==> config.mk <==
export PLATFORM = sky130hd
export DESIGN_NAME = dlcc_seq
export DESIGN_NICKNAME = d
export VERILOG_FILES = /design/src/hdl/dlcc_pkg.sv /design/src/hdl/dlcc_seq.sv
export SDC_FILE = /design/constraint.sdc
export NUM_CORES = 1
export LEC_CHECK = 0
export BUFFER_PORTS_ARGS = -buffer_cell sky130_fd_sc_hd__clkbuf_2
export CORE_AREA = 4 4 126 128
export CTS_BUF_LIST = sky130_fd_sc_hd__clkbuf_4 sky130_fd_sc_hd__clkbuf_8 sky130_fd_sc_hd__clkbuf_16
export DETAILED_ROUTE_END_ITERATION = 8
export DIE_AREA = 0 0 130 132
export GPL_TIMING_DRIVEN = 1
export SLEW_MARGIN = 15
export SYNTH_ARGS = -nofsm -noshare
export SYNTH_HDL_FRONTEND = slang
export SYNTH_SLANG_ARGS = --single-unit
export TNS_END_PERCENT = 10
==> constraint.sdc <==
create_clock -name clk -period 3.5 [get_ports clk]
set_clock_uncertainty 0.1 [all_clocks]
set_input_delay 0.35 -clock clk [delete_from_list [all_inputs] [get_ports clk]]
set_output_delay 0.35 -clock clk [all_outputs]
set_load 0.01 [all_outputs]
==> src/hdl/dlcc_pkg.sv <==
package dlcc_pkg;

  localparam int LIST_DEPTH_DEF = 512;

  localparam int WORD_W  = 16;
  localparam int PC_W    = 9;
  localparam int COORD_W = 10;

  // Port addresses (low 12 bits).
  localparam logic [11:0] PORT_ENABLE = 12'hd20;
  localparam logic [11:0] PORT_COLOR  = 12'hd22;
  localparam logic [11:0] PORT_PAN    = 12'hd23;
  localparam logic [11:0] PORT_ALPHA  = 12'hd24;
  // Program window 0x400..0x5ff: the top three address bits select it.
  localparam logic [2:0]  PORT_PROG_HI = 3'b010;

  // Instruction opcodes, bits 15..12.
  localparam logic [3:0] OP_JUMP      = 4'h1;
  localparam logic [3:0] OP_WAIT_V    = 4'h2;
  localparam logic [3:0] OP_WAIT_H    = 4'h3;
  localparam logic [3:0] OP_SKIP_V    = 4'h4;
  localparam logic [3:0] OP_SKIP_H    = 4'h5;
  localparam logic [3:0] OP_COLOR_NL  = 4'h6;
  localparam logic [3:0] OP_WAIT_VREL = 4'h7;
  localparam logic [3:0] OP_WAIT_HREL = 4'h8;
  localparam logic [3:0] OP_PAN       = 4'ha;
  localparam logic [3:0] OP_PAN_NL    = 4'hb;
  localparam logic [3:0] OP_COLOR     = 4'hc;
  localparam logic [3:0] OP_ALPHA     = 4'hd;

  typedef struct packed {
    logic              en;
    logic [PC_W-1:0]   addr;
    logic [WORD_W-1:0] data;
  } ram_wr_t;

  typedef struct packed {
    logic [31:0]        bg_color;
    logic [COORD_W-1:0] pan_x;
    logic               alpha_override;
  } result_t;

endpackage

==> src/hdl/dlcc_seq.sv <==
module dlcc_seq (
  input  logic                         clk,
  input  logic                         rst,
  input  logic                         accept,
  input  logic                         cmd,
  input  logic [11:0]                  port_addr,
  input  logic [15:0]                  write_value,
  input  logic [dlcc_pkg::COORD_W-1:0] pixel_x,
  input  logic [dlcc_pkg::COORD_W-1:0] pixel_y,
  input  logic [dlcc_pkg::WORD_W-1:0]  instr,
  output logic [dlcc_pkg::PC_W-1:0]    pc_next,
  output dlcc_pkg::ram_wr_t            wr,
  output logic                         push,
  output dlcc_pkg::result_t            result
);
  import dlcc_pkg::*;

  typedef enum logic [4:0] {
    ST_IDLE  = 5'b00001,
    ST_BEGIN = 5'b00010,
    ST_EXEC  = 5'b00100,
    ST_WAITH = 5'b01000,
    ST_WAITV = 5'b10000
  } run_state_t;

  run_state_t         state, state_next;
  logic [PC_W-1:0]    pc;
  logic [COORD_W:0]   target, target_next;
  logic               run_enable, run_enable_next;
  logic [7:0]         red, red_next;
  logic [7:0]         green, green_next;
  logic [7:0]         blue, blue_next;
  logic [7:0]         alpha, alpha_next;
  logic               override, override_next;
  logic [COORD_W-1:0] pan, pan_next;

  logic [3:0]         opcode;
  logic [COORD_W-1:0] arg;
  logic [PC_W-1:0]    pc_inc;
  logic [PC_W-1:0]    pc_skip;
  logic [COORD_W:0]   next_line;
  logic [COORD_W:0]   y_rel;
  logic [COORD_W:0]   x_rel;

  assign opcode    = instr[15:12];
  assign arg       = instr[COORD_W-1:0];
  assign pc_inc    = pc + PC_W'(1);
  assign pc_skip   = pc + PC_W'(2);
  assign next_line = {1'b0, pixel_y} + (COORD_W + 1)'(1);
  assign y_rel     = {1'b0, pixel_y} + {1'b0, arg};
  assign x_rel     = {1'b0, pixel_x} + {1'b0, arg};

  always_comb begin
    state_next      = state;
    pc_next         = pc;
    target_next     = target;
    run_enable_next = run_enable;
    red_next        = red;
    green_next      = green;
    blue_next       = blue;
    alpha_next      = alpha;
    override_next   = override;
    pan_next        = pan;
    wr              = '0;
    if (accept) begin
      if (cmd) begin
        case (port_addr)
          PORT_ENABLE: run_enable_next = write_value[0];
          PORT_COLOR: begin
            red_next   = {write_value[11:8], 4'h0};
            green_next = {write_value[7:4], 4'h0};
            blue_next  = {write_value[3:0], 4'h0};
          end
          PORT_PAN: pan_next = {1'b0, write_value[8:0]};
          PORT_ALPHA: begin
            override_next = write_value[15];
            alpha_next    = {write_value[3:0], 4'h0};
          end
          default: begin
            if (port_addr[11:9] == PORT_PROG_HI) begin
              wr.en   = 1'b1;
              wr.addr = port_addr[PC_W-1:0];
              wr.data = write_value;
            end
          end
        endcase
      end else if (pixel_y == '0) begin
        // The top row restarts the list, or parks the sequencer when disabled.
        if (run_enable) begin
          state_next = ST_BEGIN;
          pc_next    = '0;
        end else begin
          state_next = ST_IDLE;
        end
      end else begin
        case (state)
          ST_BEGIN: state_next = ST_EXEC;
          ST_EXEC: begin
            pc_next = pc_inc;
            case (opcode)
              OP_JUMP: pc_next = instr[PC_W-1:0];
              OP_WAIT_V: begin
                target_next = {1'b0, arg};
                state_next  = ST_WAITV;
              end
              OP_WAIT_H: begin
                target_next = {1'b0, arg};
                state_next  = ST_WAITH;
              end
              OP_SKIP_V: begin
                if (pixel_y >= arg) begin
                  pc_next    = pc_skip;
                  state_next = ST_BEGIN;
                end
              end
              OP_SKIP_H: begin
                if (pixel_x >= arg) begin
                  pc_next    = pc_skip;
                  state_next = ST_BEGIN;
                end
              end
              OP_COLOR_NL: begin
                red_next    = {instr[11:8], 4'h0};
                green_next  = {instr[7:4], 4'h0};
                blue_next   = {instr[3:0], 4'h0};
                target_next = next_line;
                state_next  = ST_WAITV;
              end
              OP_WAIT_VREL: begin
                target_next = y_rel;
                state_next  = ST_WAITV;
              end
              OP_WAIT_HREL: begin
                target_next = x_rel;
                state_next  = ST_WAITH;
              end
              OP_PAN: pan_next = arg;
              OP_PAN_NL: begin
                pan_next    = arg;
                target_next = next_line;
                state_next  = ST_WAITV;
              end
              OP_COLOR: begin
                red_next   = {instr[11:8], 4'h0};
                green_next = {instr[7:4], 4'h0};
                blue_next  = {instr[3:0], 4'h0};
              end
              OP_ALPHA: alpha_next = {instr[3:0], 4'h0};
              default: ;
            endcase
          end
          ST_WAITH: begin
            if ({1'b0, pixel_x} >= target) begin
              state_next = ST_EXEC;
            end
          end
          ST_WAITV: begin
            if ({1'b0, pixel_y} >= target) begin
              state_next = ST_EXEC;
            end
          end
          default: ;
        endcase
      end
    end
  end

  always_ff @(posedge clk) begin
    if (rst) begin
      state      <= ST_IDLE;
      pc         <= '0;
      target     <= '0;
      run_enable <= 1'b0;
      red        <= 8'hff;
      green      <= 8'h00;
      blue       <= 8'h00;
      alpha      <= 8'hff;
      override   <= 1'b1;
      pan        <= '0;
    end else begin
      state      <= state_next;
      pc         <= pc_next;
      target     <= target_next;
      run_enable <= run_enable_next;
      red        <= red_next;
      green      <= green_next;
      blue       <= blue_next;
      alpha      <= alpha_next;
      override   <= override_next;
      pan        <= pan_next;
    end
  end

  assign push                  = accept && !cmd;
  assign result.bg_color       = {alpha_next, blue_next, green_next, red_next};
  assign result.pan_x          = pan_next;
  assign result.alpha_override = override_next;

  a_row_zero_restart: assert property (@(posedge clk) disable iff (rst)
    accept && !cmd && (pixel_y == '0) && run_enable |=> (state == ST_BEGIN) && (pc == '0))
    else $error("top row did not restart the list");

  a_port_write_keeps_sequencer: assert property (@(posedge clk) disable iff (rst)
    accept && cmd |=> $stable(pc) && $stable(state) && $stable(target))
    else $error("port write disturbed the sequencer");

  a_idle_cycle_holds: assert property (@(posedge clk) disable iff (rst)
    !accept |=> $stable(pc) && $stable(state) && $stable(pan) && $stable(alpha))
    else $error("state changed without an accepted item");

endmodule

== Word-level counts from Yosys, hierarchy flattened ==
Index checks and enable logic that the tools add are counted.
Cells by class
  muxes and demuxes: 54
  eq/ne operators: 26
  add/subtract/negate cells: 5
  bitwise gates (word level): 2
  order comparisons: 4
  reductions and logical operators: 15
Operators with widths (number)
  2-to-1 mux 8 bit: 24
  2-to-1 mux 26 bit: 4
  2-to-1 mux 9 bit: 7
  2-to-1 mux 10 bit: 6
  == test 12 bit (second input constant): 4
  case mux 11 bit (4 select lines): 1
  case mux 5 bit (4 select lines): 2
  case mux 9 bit (3 select lines): 1
  2-to-1 mux 5 bit: 5
  adder 10 x 10 -> 11 bit: 2
  >= comparator 10 x 11 -> 1 bit: 2
  == test 4 bit (second input constant): 5
  >= comparator 10 bit: 2
  == test 4 x 3 -> 1 bit (second input constant): 4
  adder 10 x 1 -> 11 bit (second input constant): 1
  zero test 10 bit: 1
  OR reduction 2 bit: 5
  adder 9 x 1 -> 9 bit (second input constant): 1
  adder 9 x 2 -> 9 bit (second input constant): 1
  == test 4 x 2 -> 1 bit (second input constant): 2
  inequality test 4 bit (second input constant): 2
  AND reduction 8 bit: 1
  OR reduction 4 bit: 2
  inequality test 3 bit (second input constant): 2
  other kinds (16): 19
Storage, ports and cells
  flip-flop bits (word level): 69
  logic and storage cells: 116
  input port bits: 68
  output and inout bits: 79

== Logic depth before layout (Yosys ltp) ==
  depth after elaboration: 7
  depth in mapped cells: 17
  depth with buffers taken out: 16

== Worst setup path after synthesis ==
No wires, ideal clock.
  path type: input to register
  from: in instr[14] (netlist bit)
  to: reg target[6]
  cell stages on the path: 14
  library setup time: 132 ps
  arrival time: 2817 ps
  buffers on the path: 1
  required time: 3268 ps
  setup slack: 451 ps
  path through: clkbuf_1 -> nor2b_1 -> and2_1 -> o21ai_1 -> nand2_1 -> fa_1 -> nor2b_1 -> o21ai_0 -> a21oi_1 -> o21a_1 -> nor2_1 -> xnor2_1 -> a222oi_1 -> a21oi_1
On the way
  longest elaborated chain between the ends: 4
  elaborated cells on any way between the ends: 11
  those cells by class: eq/ne (6); mux (1); reduce/logical (4)
Ends and longest elaborated chain
  from (decl): line dlcc_seq.sv:10  | input logic [dlcc_pkg::WORD_W-1:0] instr,
  == test 4 x 2 -> 1 bit (tied with other cells): line dlcc_seq.sv:100  | case (opcode)
  OR reduction 2 bit (no line)
  nonzero test 4 bit (no line)
  AND reduction 5 bit (no line)
  to (signal assigned): line dlcc_seq.sv:183  | target <= target_next;
  to (decl): line dlcc_seq.sv:28  | logic [COORD_W:0] target, target_next;
Several ways; a longest one is shown, not always the timed one.
A chain may end at the register's enable or synchronous reset.

== Worst setup path after layout ==
  from: in instr[9] (netlist bit)
  to: out pc_next[4] (netlist bit)
On the way
  longest elaborated chain between the ends: 7
  elaborated cells on any way between the ends: 9
  those cells by class: order compare (2); mux (7)
Ends and longest elaborated chain
  >= comparator 10 bit (on tied branches): line dlcc_seq.sv:117, dlcc_seq.sv:111
  2-to-1 mux 9 bit (on tied branches): line dlcc_seq.sv:117, dlcc_seq.sv:111
  case mux 9 bit (3 select lines) (*): line dlcc_seq.sv:100
  2-to-1 mux 9 bit (*): line dlcc_seq.sv:96  | case (state)
  2-to-1 mux 9 bit (*): line dlcc_seq.sv:87  | end else if (pixel_y == '0) begin
  2-to-1 mux 9 bit (*): line dlcc_seq.sv:66  | if (cmd) begin
  2-to-1 mux 9 bit (*): line dlcc_seq.sv:65  | if (accept) begin
  to (decl): line dlcc_seq.sv:11  | output logic [dlcc_pkg::PC_W-1:0] pc_next,
Mark *: on every way between the ends. The rest lies on a longest branch, timed or not.

==> metrics.md <==
| Metric | Value |
|---|---|
| Status | finished clean |
| Synth Instances | 760 |
| Crit path top cell by count | clkbuf_2 |
| IO Port Bufs | 146 |
| Worst skew pair latency | 340 ps |
| Pleak | 3.34 nW |
| HP Start | write_value[10] |
| Post-Syn Area | 5790 µm² |
| Full die area | 17,200 µm² |
| Initial antenna violation count | 0 |
| Footprint of the multi-input gates | 4060 µm² |
| Resized cells post-CTS | 0 |
| CTS Sinks | 69 |
| CTS tree | yes |
| CTS clk-pin slew, worst paths | 50 ps |
| Gr usage total | 21.2% |
| Setup Fix Bufs, Post-CTS | 0 |
| Post-DP Area | 6820 µm² |
| Vias in the first global route | 5,350 |
| Area growth syn-to-layout | 23.0% |
| Sequential area share after synthesis | 23.8% |
| Max FO, Critical Path | 5 |
| Number of top-level pins | 147 |
| Worst Reg-to-Reg Cells | 10 |
| Mean post-synth cell area | 7.62 µm² |
| Post-route minimum period | 3280 ps |
| Yosys cell types | 70 |
| Initial Util | 39.0% |
| Peak supply drop | 0.171 mV |
| Endpoints failing hold | 0 |
| Root Buffer | clkbuf_16 |
| Design Area, Final | 7120 µm² |
| Share of layout cells above drive strength 1 | 23.2% |
| Register area | 1380 µm² |
| Crit end category | primary output |
| Seq cells post-synth | 69 |
| Critical path required time | 3050 ps |
| Startpoint types | input pin |
| Global-route wire length before repair | 28,800 µm |
| Die X | 130 µm |
| Final setup viols | 0 |
| PD cells | 302 nW/µm² |
| Setup slack after placement | 224 ps |
| GPL Wtd Cong | 0.933 |
| Post-cts hold buffer count | 0 |
| Largest net degree at the start of global routing | 37 |
| Filler cell count | 1,559 |
| Max clock buf depth | 2 |
| H-tree depth | 3 |
| Hold path cells | 3 |
| Via count | 6,005 |
| Fin crit share | 93.6% |
| Final WL | 18,700 µm |
| Crit-path cells | clkbuf_2 > inv_1 > ha_1 > and4_1 > and3_4 > a2111oi_2 > a21o_1 > nor2_1 > or3_1 > nand4_1 > a2bb2oi_1 > clkbuf_2 |
| DR iter-0 viols | 563 |
| FMAX | 305 MHz |
| Worst Hold End | red[6]$_SDFF_PP1_ |
| Total power | 2.15 mW |
| Detailed-route DRC error count | 0 |
| Synth warnings | 0 |
| Diodes inserted | 0 |
| Rows | 45 |
| Detailed placement HPWL | 14,800 µm |
| Die height | 132 µm |
| TritonCTS Buffers | 9 |
| Slowest stage cell, crit path | a2111oi_2 |
| EDFF count, synth | 0 |
| Pre-antenna DRT Iters | 5 |
| Max-cap viol count | 0 |
| Slew HR | 53.0% |
| Reg2reg end | state[1]$_SDFFE_PP0P_ |
| Vias/cell | 5.46 |
| Setup TNS | 0 ps |
| Crit path DAT | 2830 ps |
| Core area | 14,900 µm² |
| RSZ-0062 raised after global routing | no |
| Hold WC Path Type | input pin to flip-flop |
| Prevailing post-synth register cell | dfxtp_1 |
| Worst Tran Pin Value | 702 ps |
| R2r startpoint | target[2]$_SDFFE_PP0P_ |
| Avg WL per Cell | 17.0 µm |
| Crit path largest cell delay | 430 ps |
| Syn_nets | 892 |
| Max Slew Vio Count | 0 |
| Total congestion overflow | 0 |
| FFs w/ async S/R, synth | 0% |
| Slack of the critical path | 223 ps |
| Critical path class | input pin to primary output |
| R2R setup slack | 890 ps |
| ANT nets after route | 0 |
| Number of nets in the layout | 1,038 |
[routing by layer]
| metal | part of all wire [%] | GRT usage [%] | vias up |
|---|---|---|---|
| li1 | - | - | 3011 |
| met3 | 6.8 | 3.16 | 26 |
| met5 | 0 | 0 | - |
| met4 | 2.1 | 6.81 | 0 |
| met1 | 46 | 29.3 | 2758 |
| met2 | 45 | 33.8 | 210 |
[sequential cells by signal, summed over array words and instances, names as in the netlist]
signal and cells:
blue 8, override 1, green 8, state 5, alpha 8, red 8
run_enable 1, pan 10, target 11, pc 9
[cell families after synthesis]
kind of cell / synth area share, %
muxes: 0.907
adders and majority gates: 14.1
AOI/OAI and AO/OA: 23.8
buffers and inverters: 6.22
and+or+nand+nor: 28.1
xor gates and xnor gates: 3.02
DFF: 23.8
[worst max-delay path: cells and delay by family]
family                     cells  cell delay (ps)
AOI/OAI and AO/OA              3              800
buffers and inverters          3              390
adders and majority gates      1              350
and+or+nand+nor                5              950
[synthesized netlist by cell type, types with 10 or more instances]
library cell | number | share of area, %
nor3_1 | 12 | 1.0
clkbuf_1 | 31 | 2.0
a21oi_1 | 49 | 4.2
inv_1 | 56 | 3.6
nor2_1 | 55 | 3.6
nand2_1 | 75 | 4.9
a21o_1 | 13 | 1.7
and3_1 | 18 | 1.9
a222oi_1 | 13 | 2.2
o21ai_0 | 34 | 2.9
nand3_1 | 18 | 1.6
and2_1 | 68 | 7.3
xnor2_1 | 12 | 1.8
nor2b_1 | 10 | 1.1
ha_1 | 62 | 13
a22oi_1 | 19 | 2.5
dfxtp_1 | 69 | 24
[where the power goes]
group	switching [mW]	leakage (nW)	internal, mW
combinational	0.248	2.63	0.168
clock	0.366	0.149	0.580
sequential	0.0000204	0.556	0.785
total	0.614	3.34	1.53
[placed cells by master (no fill, tap or decap), types with 26 or more instances in the layout]
cell / netlist / layout
dfxtp_1: 69 / 69
o21ai_0: 34 / 34
nor2_1: 55 / 55
inv_1: 56 / 55
buf_4: 2 / 26
a21oi_1: 49 / 49
ha_1: 62 / 62
clkbuf_2: 1 / 146
and2_1: 68 / 68
nand2_1: 75 / 75
[area by class of cell]
cell class	count	area share, %
Sequential cell	69	19.4
Tap cell	188	3.30
Multi-Input combinational cell	598	57.0
Clock inverter	5	0.843
Clock buffer	11	3.46
Timing Repair Buffer	172	13.0
Inverter	56	2.95
[worst max-delay path by stage]
stage,from,end,slack (ps),depth (start not counted)
after floorplan,instr[14],target[6]$_SDFFE_PP0P_,450,14
after global routing,instr[9],pc_next[4],60,12
after global placement,instr[9],pc_next[4],270,12
final,instr[9],pc_next[4],220,12
after CTS,instr[9],pc_next[4],210,12
after detailed placement,instr[9],pc_next[4],220,12
[per-stage QoR]
| stage | instances | utilization, % | hold WS (ps) |
|---|---|---|---|
| after global routing | 1099 | 47.9 | 194 |
| after detailed placement | 1083 | 45.9 | 349 |
| after CTS | 1099 | 47.9 | 176 |
| after global placement | 1083 | 45.9 | 346 |
| final | 1099 | 47.9 | 186 |
| after floorplan | 760 | - | 335 |
Power figures use the tool's default switching activity.
