<file path="src/hdl/dlcc_pkg.sv">
package dlcc_pkg;

  localparam int LIST_DEPTH_DEF = 512;

  localparam int WORD_W  = 16;
  localparam int PC_W    = 9;
  localparam int COORD_W = 10;

  // Port addresses (low 12 bits).
  localparam logic [11:0] PORT_ENABLE = 12'hd20;
  localparam logic [11:0] PORT_COLOR  = 12'hd22;
  localparam logic [11:0] PORT_PAN    = 12'hd23;
  localparam logic [11:0] PORT_ALPHA  = 12'hd24;
  // Program window 0x400..0x5ff: the top three address bits select it.
  localparam logic [2:0]  PORT_PROG_HI = 3'b010;

  // Instruction opcodes, bits 15..12.
  localparam logic [3:0] OP_JUMP      = 4'h1;
  localparam logic [3:0] OP_WAIT_V    = 4'h2;
  localparam logic [3:0] OP_WAIT_H    = 4'h3;
  localparam logic [3:0] OP_SKIP_V    = 4'h4;
  localparam logic [3:0] OP_SKIP_H    = 4'h5;
  localparam logic [3:0] OP_COLOR_NL  = 4'h6;
  localparam logic [3:0] OP_WAIT_VREL = 4'h7;
  localparam logic [3:0] OP_WAIT_HREL = 4'h8;
  localparam logic [3:0] OP_PAN       = 4'ha;
  localparam logic [3:0] OP_PAN_NL    = 4'hb;
  localparam logic [3:0] OP_COLOR     = 4'hc;
  localparam logic [3:0] OP_ALPHA     = 4'hd;

  typedef struct packed {
    logic              en;
    logic [PC_W-1:0]   addr;
    logic [WORD_W-1:0] data;
  } ram_wr_t;

  typedef struct packed {
    logic [31:0]        bg_color;
    logic [COORD_W-1:0] pan_x;
    logic               alpha_override;
  } result_t;

endpackage

</file>
<file path="src/hdl/dlcc_outq.sv">
module dlcc_outq (
  input  logic              clk,
  input  logic              rst,
  input  logic              push,
  input  dlcc_pkg::result_t result,
  input  logic              out_stall,
  output logic              out_valid,
  output dlcc_pkg::result_t out_item,
  output logic              full
);
  import dlcc_pkg::*;

  result_t skid_item;
  logic    skid_valid;
  logic    pop;

  assign pop  = out_valid && !out_stall;
  assign full = skid_valid;

  always_ff @(posedge clk) begin
    if (rst) begin
      out_valid  <= 1'b0;
      skid_valid <= 1'b0;
    end else if (skid_valid) begin
      if (pop) begin
        skid_valid <= 1'b0;
      end
    end else if (push) begin
      if (out_valid && !pop) begin
        skid_valid <= 1'b1;
      end else begin
        out_valid <= 1'b1;
      end
    end else if (pop) begin
      out_valid <= 1'b0;
    end
  end

  always_ff @(posedge clk) begin
    if (skid_valid) begin
      if (pop) begin
        out_item <= skid_item;
      end
    end else if (push) begin
      if (out_valid && !pop) begin
        skid_item <= result;
      end else begin
        out_item <= result;
      end
    end
  end

  a_skid_behind_output: assert property (@(posedge clk) disable iff (rst)
    skid_valid |-> out_valid)
    else $error("skid entry held while output register is empty");

  a_blocked_push_parks: assert property (@(posedge clk) disable iff (rst)
    push && out_valid && out_stall && !skid_valid |=> skid_valid && out_valid)
    else $error("item pushed behind a stalled output was lost");

endmodule

</file>
<file path="config.mk">
export PLATFORM = sky130hd
export DESIGN_NAME = dlcc_outq
export DESIGN_NICKNAME = d
export VERILOG_FILES = /design/src/hdl/dlcc_pkg.sv /design/src/hdl/dlcc_outq.sv
export SDC_FILE = /design/constraint.sdc
export NUM_CORES = 1
export LEC_CHECK = 0
export ABC_AREA = 1
export BUFFER_PORTS_ARGS = -buffer_cell sky130_fd_sc_hd__buf_2
export CORE_AREA = 5 5 87 89
export DETAILED_ROUTE_END_ITERATION = 10
export DIE_AREA = 0 0 92 94
export GPL_TIMING_DRIVEN = 0
export PLACE_DENSITY = 0.79
export SETUP_SLACK_MARGIN = 0.15
export SYNTH_ARGS = -nofsm -noshare
export SYNTH_HDL_FRONTEND = slang
export SYNTH_SLANG_ARGS = --single-unit
</file>
<file path="constraint.sdc">
create_clock -name clk -period 3.5 [get_ports clk]
set_input_delay 0.175 -clock clk [delete_from_list [all_inputs] [get_ports clk]]
set_output_delay 0.175 -clock clk [all_outputs]
set_load 0.01 [all_outputs]
</file>
After elaboration in Yosys (flattened, before gate mapping). Cells that the tools add are included.

Memory bits (read-only): 0. Memory bits (writable): 0. Input bits: 47. Latch bits: 0. Output and inout bits: 45. Logic and storage cells: 32. Flip-flop bits (word level): 88. Memories kept: 0.

Bitwise operators: 1. Multiplexer cells: 11. Reduce and logical (&&, ||, !) cells: 9. Divide/modulo/power cells: 0. Multiply operators: 0. $add $sub $neg: 0. $lt $le $gt $ge: 0. Eq/ne operators: 3. Shift operators: 0.

Operator list (number): two-way mux 43 bit (4); AND reduction 3 bit (3); two-way mux 1 bit (7); inequality test 2 bit (second input constant) (2); nonzero test 2 bit (2); logical AND 1 bit (2); zero test 1 bit (2); inequality test 2 x 1 -> 1 bit (second input constant) (1); NOT 1 bit (1).

Logic depth before layout (Yosys ltp). Gate-level depths: netlist of run 1.

Depth in word-level cells: 7. Mapped depth: 5. Gate-level depth less buffers: 5.

Worst setup path before layout of run 1. Ideal clock, no wire load.

Kind: flip-flop to flip-flop. From: register skid_valid, in the netlist full. To: register out_item[0] (netlist name) (enable). Period minus slack after synthesis: 3.265 ns. Arrival time: 2.808 ns. Data required time: 3.042 ns. Cell stages (with the launch flop): 4. Setup slack: 0.235 ns. Library setup time: 0.458 ns. Path buffers: 1. Cell sequence: dfxtp_1 buf_6 nand2_4 a21oi_1.

Word-level cells in the longest chain between the ends: 2. Elaborated cells on any way between the ends: 4. Those cells by class: eq/ne (2); reduce/logical (2).

RTL lines: start: declaration (line dlcc_outq.sv:14) `logic skid_valid;`; start signal: assignment (line dlcc_outq.sv:23) `skid_valid <= 1'b0;`; start signal: assignment (line dlcc_outq.sv:26) `skid_valid <= 1'b0;`; start signal: assignment (line dlcc_outq.sv:30) `skid_valid <= 1'b1;`; inequality test 2 x 1 -> 1 bit (no source line) (tied with other cells); AND reduction 3 bit (no source line) *; end signal: assignment (line dlcc_outq.sv:42) `out_item <= skid_item;`; end signal: assignment (line dlcc_outq.sv:48) `out_item <= result;`; end: declaration (line dlcc_outq.sv:8) `output dlcc_pkg::result_t out_item,`.

Every way passes the cells marked *; elsewhere a longest branch is shown, timed or not. A chain may end at the register's enable or synchronous reset.

Final worst setup path of run 1.
From: register out_valid. To: register skid_item[26] (netlist name) (enable).

Word-level cells in the longest chain between the ends: 4.

RTL lines: start: declaration (line dlcc_outq.sv:7) `output logic out_valid,`; start signal: assignment (line dlcc_outq.sv:22) `out_valid <= 1'b0;`; start signal: assignment (line dlcc_outq.sv:32) `out_valid <= 1'b1;`; start signal: assignment (line dlcc_outq.sv:35) `out_valid <= 1'b0;`; logical AND 1 bit (line dlcc_outq.sv:17) `assign pop = out_valid && !out_stall;`; zero test 1 bit (line dlcc_outq.sv:45) `if (out_valid && !pop) begin`; logical AND 1 bit * (line dlcc_outq.sv:45); AND reduction 3 bit (no source line) *; end signal: assignment (line dlcc_outq.sv:46) `skid_item <= result;`; end: declaration (line dlcc_outq.sv:13) `result_t skid_item;`.

Marked as above.

==> run summary, run 1 <==
At the pin with the least slew margin, the transition time is 0.914 ns. The analysis attributes to cell leakage a power of 0.00178 uW. The area share of the largest cell type after synthesis is 78.2%. Clock-pin slew was measured on the worst setup and hold paths at 0.09 ns. Power spread over the standard cell area amounts to 508 nW/um^2.

In this run, post-CTS repair resized a total of 0 instances. The aggregate global-route resource usage was 14.7%; the area used by multi-input combinational logic was 554 um^2. The run gives 8650 um^2 as the die footprint. Clock root buffer master: sky130_fd_sc_hd__clkbuf_8.

The estimated wirelength of the detail-placed design came out at 4120 um. The routed via count divided by cell count is 4.70. TritonCTS built the clock tree.

Along the worst path, the maximum fanout reaches 43. The final count of negative-setup-slack endpoints came out at 0. Worst hold path class: in -> reg. The post-placement cell area is 3890 um^2. The startpoint type of the worst setup path was a flop.

After routing, the total negative slack on setup checks comes to 0 ns. The antenna cell count came out at 0. The library cells used most frequently in the layout, excluding fill and tap cells, are sky130_fd_sc_hd__nand2_1 (135), sky130_fd_sc_hd__buf_2 (95), sky130_fd_sc_hd__edfxtp_1 (86). The cell area that synthesis handed to floorplanning was 3300 um^2. For this block, the via count after detailed routing is 2037. After detailed routing, the number of remaining DRC violations is 0. The proportion of layout cells with a drive suffix above 1 is 34.3%, and the count of clock tree sinks is 88.

At the later pin of the worst-skew pair, clock insertion delay measures 0.34 ns. The height of the chip came out at 94 um. By area the synthesized netlist is led by sky130_fd_sc_hd__edfxtp_1 (78%), sky130_fd_sc_hd__nand2_1 (15%), sky130_fd_sc_hd__buf_12 (2.4%). The first global-routing pass estimated 9890 um of wire.

Summing the areas of all compound-gate instances in the mapped netlist gives 0.417% of the synthesized area. The clock passes through at most 2 buffers. After synthesis, the share of cell area in mux cells is 0%.

The net count of the finished layout is 396. When the netlist entered floorplanning its net count stood at 291. The initial antenna violation count is 0, and the synthesis-to-finish area growth is 24.0%. Horizontal extent of the die: 92 um.

At the worst endpoint, the arrival time is 1.76 ns. The tools report the via count of the first global-routing pass as 2165. Setup repair after global routing left no endpoint under its margin. Hold repair after CTS inserted 2 buffers. Flip-flop and latch count after synthesis: 88. For this run, the number of Yosys warnings is 0. The number of cells produced by synthesis is 244. For this block, the routed nets add up to 5970 um of wire. Summing the areas of all fa, ha and maj instances in the mapped netlist gives 0% of the synthesized area. The main combinational cell family by area after synthesis was simple AND/OR/NAND/NOR gates. Leaving out fill and tap cells, the most frequent cell in the layout is sky130_fd_sc_hd__nand2_1. After layout, the worst path uses 51.6% of the clock period. The simple logic cell fraction of the synthesized area is 16.0%. The tool flagged a number of max-cap violations equal to 0.

Startpoint-to-endpoint class of the critical path: reg -> reg. The maximum clock frequency was 0.554 GHz. Of all cell types, the one taking the most synthesized area is sky130_fd_sc_hd__edfxtp_1. Summing all non-filler instances in the final layout gives an area of 4100 um^2. The sum of overflow across all layers after global routing was 0. The element type at the critical path end is a flop. In this run, the number of DRC markers left after iteration 0 of detailed routing was 96.

The detailed-route wire length per cell works out to 13.8 um. The count of buffers added on input and output ports is 91. The tools report the number of slew-limit violations in the final report as 0. In the final layout, flip-flops and latches occupy 2620 um^2.

The worst pin sits at a relative slew slack of 39.1%. A synthesized cell averages 13.5 um^2. The tools report the sequential element share of the synthesized area as 79.4%. For the CTS H-tree depth, the log shows 3. The largest vdd supply drop was 0.289 mV; the post-route antenna net violation count was 0.

The global placer's final weighted congestion was 0.738; the largest net degree at the start of global routing was 44. The flow ran to the end, and the final reports show no timing, DRC or antenna violations. After floorplanning, the core was sized to cover 6680 um^2. The logs give 433 for the count of non-filler cells in the finished layout and 4 for the number of iterations in the first detailed-routing pass. Row generation in the floorplan step produced 30 rows. The synthesized netlist contains 13 unique library cells. The number of placed instances, taps included, is 416. Final hold analysis gives a worst-case slack of 0.0180 ns. The layout has 542 filler cells.

Between clock sinks in the finished design, the worst skew comes to 0.0146 ns. The run gives 0 as the count of endpoints failing hold in the final timing report. Summing the areas of all xor and xnor instances in the mapped netlist gives 0% of the synthesized area.

The run gives 92 as the top-level port count. The run gives 0 as the count of buffers added by post-CTS timing repair for setup. The routed design could run at a clock period as short as 1.81 ns. The required time of the critical path was 3.46 ns; the initial core utilization was 49.4%. For the number of clock buffers inserted by TritonCTS, the log shows 9.
## Yosys cell counts
master and number:
sky130_fd_sc_hd__edfxtp_1 86, sky130_fd_sc_hd__nor2_2 1, sky130_fd_sc_hd__buf_6 1, sky130_fd_sc_hd__a21oi_1 1, sky130_fd_sc_hd__a21oi_2 1, sky130_fd_sc_hd__nand2_1 135
sky130_fd_sc_hd__inv_1 6, sky130_fd_sc_hd__dfxtp_1 2, sky130_fd_sc_hd__nand3_1 1, sky130_fd_sc_hd__inv_2 1, sky130_fd_sc_hd__nand2_4 1, sky130_fd_sc_hd__buf_12 4
sky130_fd_sc_hd__buf_2 4
## per-layer routing
layer / wire length (um) / track usage [%] / vias to the layer above / part of all wire [%]
met2: 3010 / 25.4 / 74 / 50
met1: 2490 / 17.9 / 928 / 42
met4: 120 / 6.81 / 0 / 2.0
li1: - / - / 1024 / -
met3: 356 / 2.88 / 11 / 6.0
met5: 0 / 0 / - / 0
## logic make-up (layout without fill, tap and decap cells)
| family | Yosys count | count (layout) |
|---|---|---|
| DFF | 88 | 88 |
| AOI/OAI and AO/OA | 2 | 2 |
| and+or+nand+nor | 138 | 138 |
| buffers and inverters | 16 | 125 |
## final timing paths
| path | slack (ns) | cells past startpoint | to | from |
|---|---|---|---|---|
| setup / recovery | 1.69 | 4 | skid_item[26] | out_valid |
| hold / removal | 0.02 | 1 | skid_item[10] | result[10] |
| setup reg to reg | 1.69 | 4 | skid_item[26] | out_valid |
| hold reg to reg | 0.52 | 2 | out_item[18] | skid_item[18] |
## state kept, by name (all words and copies together), names as in the netlist
| signal | flops |
|---|---|
| out_valid | 1 |
| out_item | 43 |
| full | 1 |
| skid_item | 43 |
## critical path: stages (launching register included)
cell and delay [ns]:
sky130_fd_sc_hd__dfxtp_1 0.42, sky130_fd_sc_hd__nand2_1 0.10, sky130_fd_sc_hd__inv_1 0.12, sky130_fd_sc_hd__nand2_1 0.10, sky130_fd_sc_hd__inv_2 0.65
## area by class of cell
class | instances | share of cell area [%]
plain buffers | 9 | 2.72
clock buffers | 9 | 3.02
clock inverters | 6 | 1.50
inverters | 7 | 0.642
multi-input cells | 140 | 13.5
flip-flops and latches | 88 | 64.0
well taps | 80 | 2.44
repair buffers | 94 | 12.1
## where the power goes
group,switching (uW),total (uW),internal [uW]
logic,110,185,75.7
registers,13.5,1240,1220
clock network,336,660,324
total,459,2080,1620
## stage by stage
step	worst slack, ns	util [%]	power [uW]
floorplan	0.235	-	1350
global placement	-0.650	57.8	1440
detailed placement	1.68	58.2	1450
CTS	1.67	61.3	2100
global route	1.53	61.3	2170
finish	1.69	61.3	2080
No activity file was read; power rests on OpenSTA's default activity.
==> run 2: changes to the inputs <==
Settings changed: ABC_AREA 1 to 0, CORE_AREA 5 5 87 89 to 5 5 91 93, DIE_AREA 0 0 92 94 to 0 0 96 98, PLACE_DENSITY 0.79 to 0.75.
Clock period 3.5 ns to 1.5 ns, I/O delays scaled along.
==> run 2 against run 1 <==
  * Utilization rose by 5.1 points
  * Clock-buffer cell count stayed put
  * Total power up 150%
  * Critical endpoint is now out_item[16]
  * Sequential power is 130% higher
  * Non-clock buffer count rose by 59
  * Highest routed layer unchanged
  * Sequential cell count unchanged
==> run summary, run 2 <==
At the end of the flow the core is filled with cells to 66.4%. For this run, the leading register cell type out of synthesis is sky130_fd_sc_hd__edfxtp_1. The first global-routing pass estimated 11100 um of wire. The run finished with clean final reports.

The maximum cell stage delay along the critical path was 0.34 ns. The worst setup path is launched from a flop. Wires add up to 7240 um.

The proportion of layout cells with a drive suffix above 1 was 57.9%; the die footprint was 9410 um^2. 0 antenna diodes ended up in the layout. The overall via count from detail_route is 1988, and the final critical path time including I/O delays and setup is 1.40 ns. The sum of overflow across all layers after global routing is 0, and the proportion of register bits with asynchronous set or reset after synthesis is 0%. The signal on the critical path passes through buf_8 > nand2b_4 > buf_6 > a21boi_4 > buf_6. The worst hold path class was in -> reg. The run gives 3 as the CTS H-tree depth.

The logs give 16.0% for the aggregate global-route resource usage and -0.539 ns for the post-placement setup slack. In this design, the critical path's most frequently occurring cell is sky130_fd_sc_hd__buf_6. The transition time at the pin with the least slew margin was 0.348 ns; the number of iterations in the first detailed-routing pass was 4. Based on the critical path, the design can be clocked at up to 0.712 GHz.

The library cell with the largest summed area after synthesis was sky130_fd_sc_hd__edfxtp_1. STA puts the critical path data arrival time at 1.49 ns. The tools report the number of slew-limit violations in the final report as 0. The cell sitting at the root of the clock tree is a sky130_fd_sc_hd__clkbuf_8. The logs give 739 um^2 for the area used by multi-input combinational logic and 14 for the count of different cell masters after synthesis. The tools report the worst slew margin relative to its limit as 76.8%. The detailed-route wire length per cell was 17.0 um; the flip-flop and latch count after synthesis was 88.

The critical path's slowest cell was sky130_fd_sc_hd__dfxtp_2. Setup violations remaining at the end of the flow were counted as 0. The later pin in the worst-skew pair is clocked with a latency of 0.36 ns. The total of warnings raised by yosys is 0, and the row count is 32. The number of clock buffers inserted by TritonCTS was 9.

The worst setup path is captured at a flop. After detailed placement, the design holds a cell count of 340. The tools report the via count of the first global-routing pass as 2170.

The clock-pin transition on the worst setup and hold timing paths was 0.09 ns. Height of the chip: 98 um. In this run the deepest clock path goes through 2 buffers.

Summing every instance area after synthesis gives 3310 um^2. In the final layout, flip-flops and latches occupy 2630 um^2. The worst setup path is of the reg -> reg kind. The tool flagged a number of max-cap violations equal to 0. For this design the ratio of total power to cell area is 1040 nW/um^2. The largest registers in the layout are out_item: 43 flops, skid_item: 43 flops. The run gives 528 as the fill cell total of the finished layout.

The clock drives 88 sinks. The largest driver fanout on the critical path was 6; the count of non-filler cells in the finished layout was 425. The global placer's final weighted congestion was 0.702; the number of buffers inserted by port buffering was 91. In the finished design, the share of the clock period the worst path needs comes to 93.6%. Relative to the synthesized area, the layout overhead comes to 49.5%. Slack of the critical path: 0.0958 ns. The most common cell in the synthesized netlist is sky130_fd_sc_hd__edfxtp_1.

The estimated wirelength of the detail-placed design is 4060 um, and the count of flip-flops with a built-in enable after synthesis is 86. The core region is 7450 um^2. Routed via count divided by cell count: 4.68. TritonCTS built the clock tree.

The count of endpoints failing hold in the final timing report came out at 0. The library cell used most frequently in the layout, excluding fill and tap cells, is sky130_fd_sc_hd__buf_2. Setup repair after global routing could not meet its margin everywhere.

The logs give 0 for the initial antenna violation count and 1.58 ns for the required time of the critical path. Of the post-synthesis cell area, the dominant cell type holds 78.0%. For this configuration, the core starts out at a cell density of 44.4%. The largest vdd supply drop was 0.547 mV; the number of DRC violations after detailed-routing iteration 0 was 58. Synthesis produced a netlist with a net count of 193.

For the standby leakage power, the log shows 0.00194 uW. Sorting the synthesized cells by area gives the leading types as sky130_fd_sc_hd__edfxtp_1 (78%), sky130_fd_sc_hd__mux2_4 (12%), sky130_fd_sc_hd__mux2_2 (5.4%). Of the synthesized area, sequential elements account for 79.2%. Clock skew on the completed layout was measured at 0.0133 ns.

The post-route antenna net violation count was 0; the largest net degree at the start of global routing was 17. The tools report the top-level port count as 92. The number of cells produced by synthesis was 146. The net count of the finished layout is 365. For this run, design rule violations remaining after detail routing come to 0.

In the layout the commonest cells are sky130_fd_sc_hd__buf_2 (91), sky130_fd_sc_hd__edfxtp_1 (86), sky130_fd_sc_hd__dlygate4sd3_1 (44). The commonest cells after synthesis are sky130_fd_sc_hd__edfxtp_1 (86), sky130_fd_sc_hd__mux2_4 (27), sky130_fd_sc_hd__mux2_2 (16), sky130_fd_sc_hd__buf_6 (4). The synthesized area per cell is 22.7 um^2. The horizontal extent of the die works out to 96 um.
==> run 2: cell count changes after synthesis, sizes merged <==
| cell | before | now |
|---|---|---|
| a21boi | 0 | 1 |
| buf | 9 | 5 |
| inv | 7 | 0 |
| mux2 | 0 | 43 |
| nand2 | 136 | 2 |
| nand2b | 0 | 1 |
| nand3 | 1 | 0 |
| nor2b | 0 | 1 |
| nor3 | 0 | 1 |
| o21ai | 0 | 1 |
==> run 2: worst max-delay path, delay by kind of cell, from the launching register on <==
kind                   cells  cell delay [ns]
AOI/OAI and AO/OA          1             0.19
and+or+nand+nor            1             0.18
DFF                        1             0.34
buffers and inverters      3             0.41
==> run 2: logic make-up after synthesis <==
kind of cell           after synthesis  share of synthesized area (%)
buffers and inverters                5                           1.51
flip-flops                          88                           79.2
AND/OR/NAND/NOR                      6                          0.870
multiplexers                        43                           17.7
AO/OA/AOI/OAI                        4                          0.680
==> run 2: path summary, 6_finish.rpt <==
check                      end  slack (ns)  depth (start not counted)           from
setup / recovery  out_item[16]         0.1                          5           full
hold / removal            full        0.04                          3      out_stall
setup reg to reg  out_item[16]         0.1                          5           full
hold reg to reg   out_item[21]        0.55                          1  skid_item[21]
==> run 2: power by group <==
| part | internal (uW) | switching [uW] | leakage (uW) |
|---|---|---|---|
| logic | 437 | 315 | 0.00104 |
| registers | 2860 | 36.5 | 0.000822 |
| clock network | 613 | 865 | 0.0000839 |
==> run 2: cell type report <==
type,count,share of cell area (%)
clock buffers,9,2.50
flip-flops and latches,88,53.1
repair buffers,157,24.1
multi-input cells,57,15.0
plain buffers,5,1.67
well taps,102,2.58
clock inverters,7,1.09
==> run 2: routing by layer <==
metal	GRT usage, %	routed length, um
met4	6.24	129
met5	0	0
met3	4.16	388
met2	27.1	3660
met1	19.1	3060
==> run 2: stage by stage <==
stage | TNS [ns] | cell area [um^2] | total power [uW] | hold WS [ns]
6_report | 0 | 4950 | 5130 | 0.0438
5_1_grt | 0 | 4950 | 5330 | 0.0444
4_1_cts | 0 | 4860 | 5130 | 0.0313
3_5_place_dp | -41.54 | 3960 | 3470 | 0.246
3_3_place_gp | -57.43 | 3930 | 3440 | 0.240
2_1_floorplan | -24.84 | 3350 | 3230 | 0.137
==> run 2: repair_timing <==
item / 4_1_cts / 5_1_grt
buffers inserted: 18 / 1
endpoints found under the hold margin: 45 / 0
hold buffers: 44 / 0
resized for setup: 12 / 13
gates cloned: 5 / 1
pin swaps: 4 / 2
setup endpoints to repair: 86 / 103
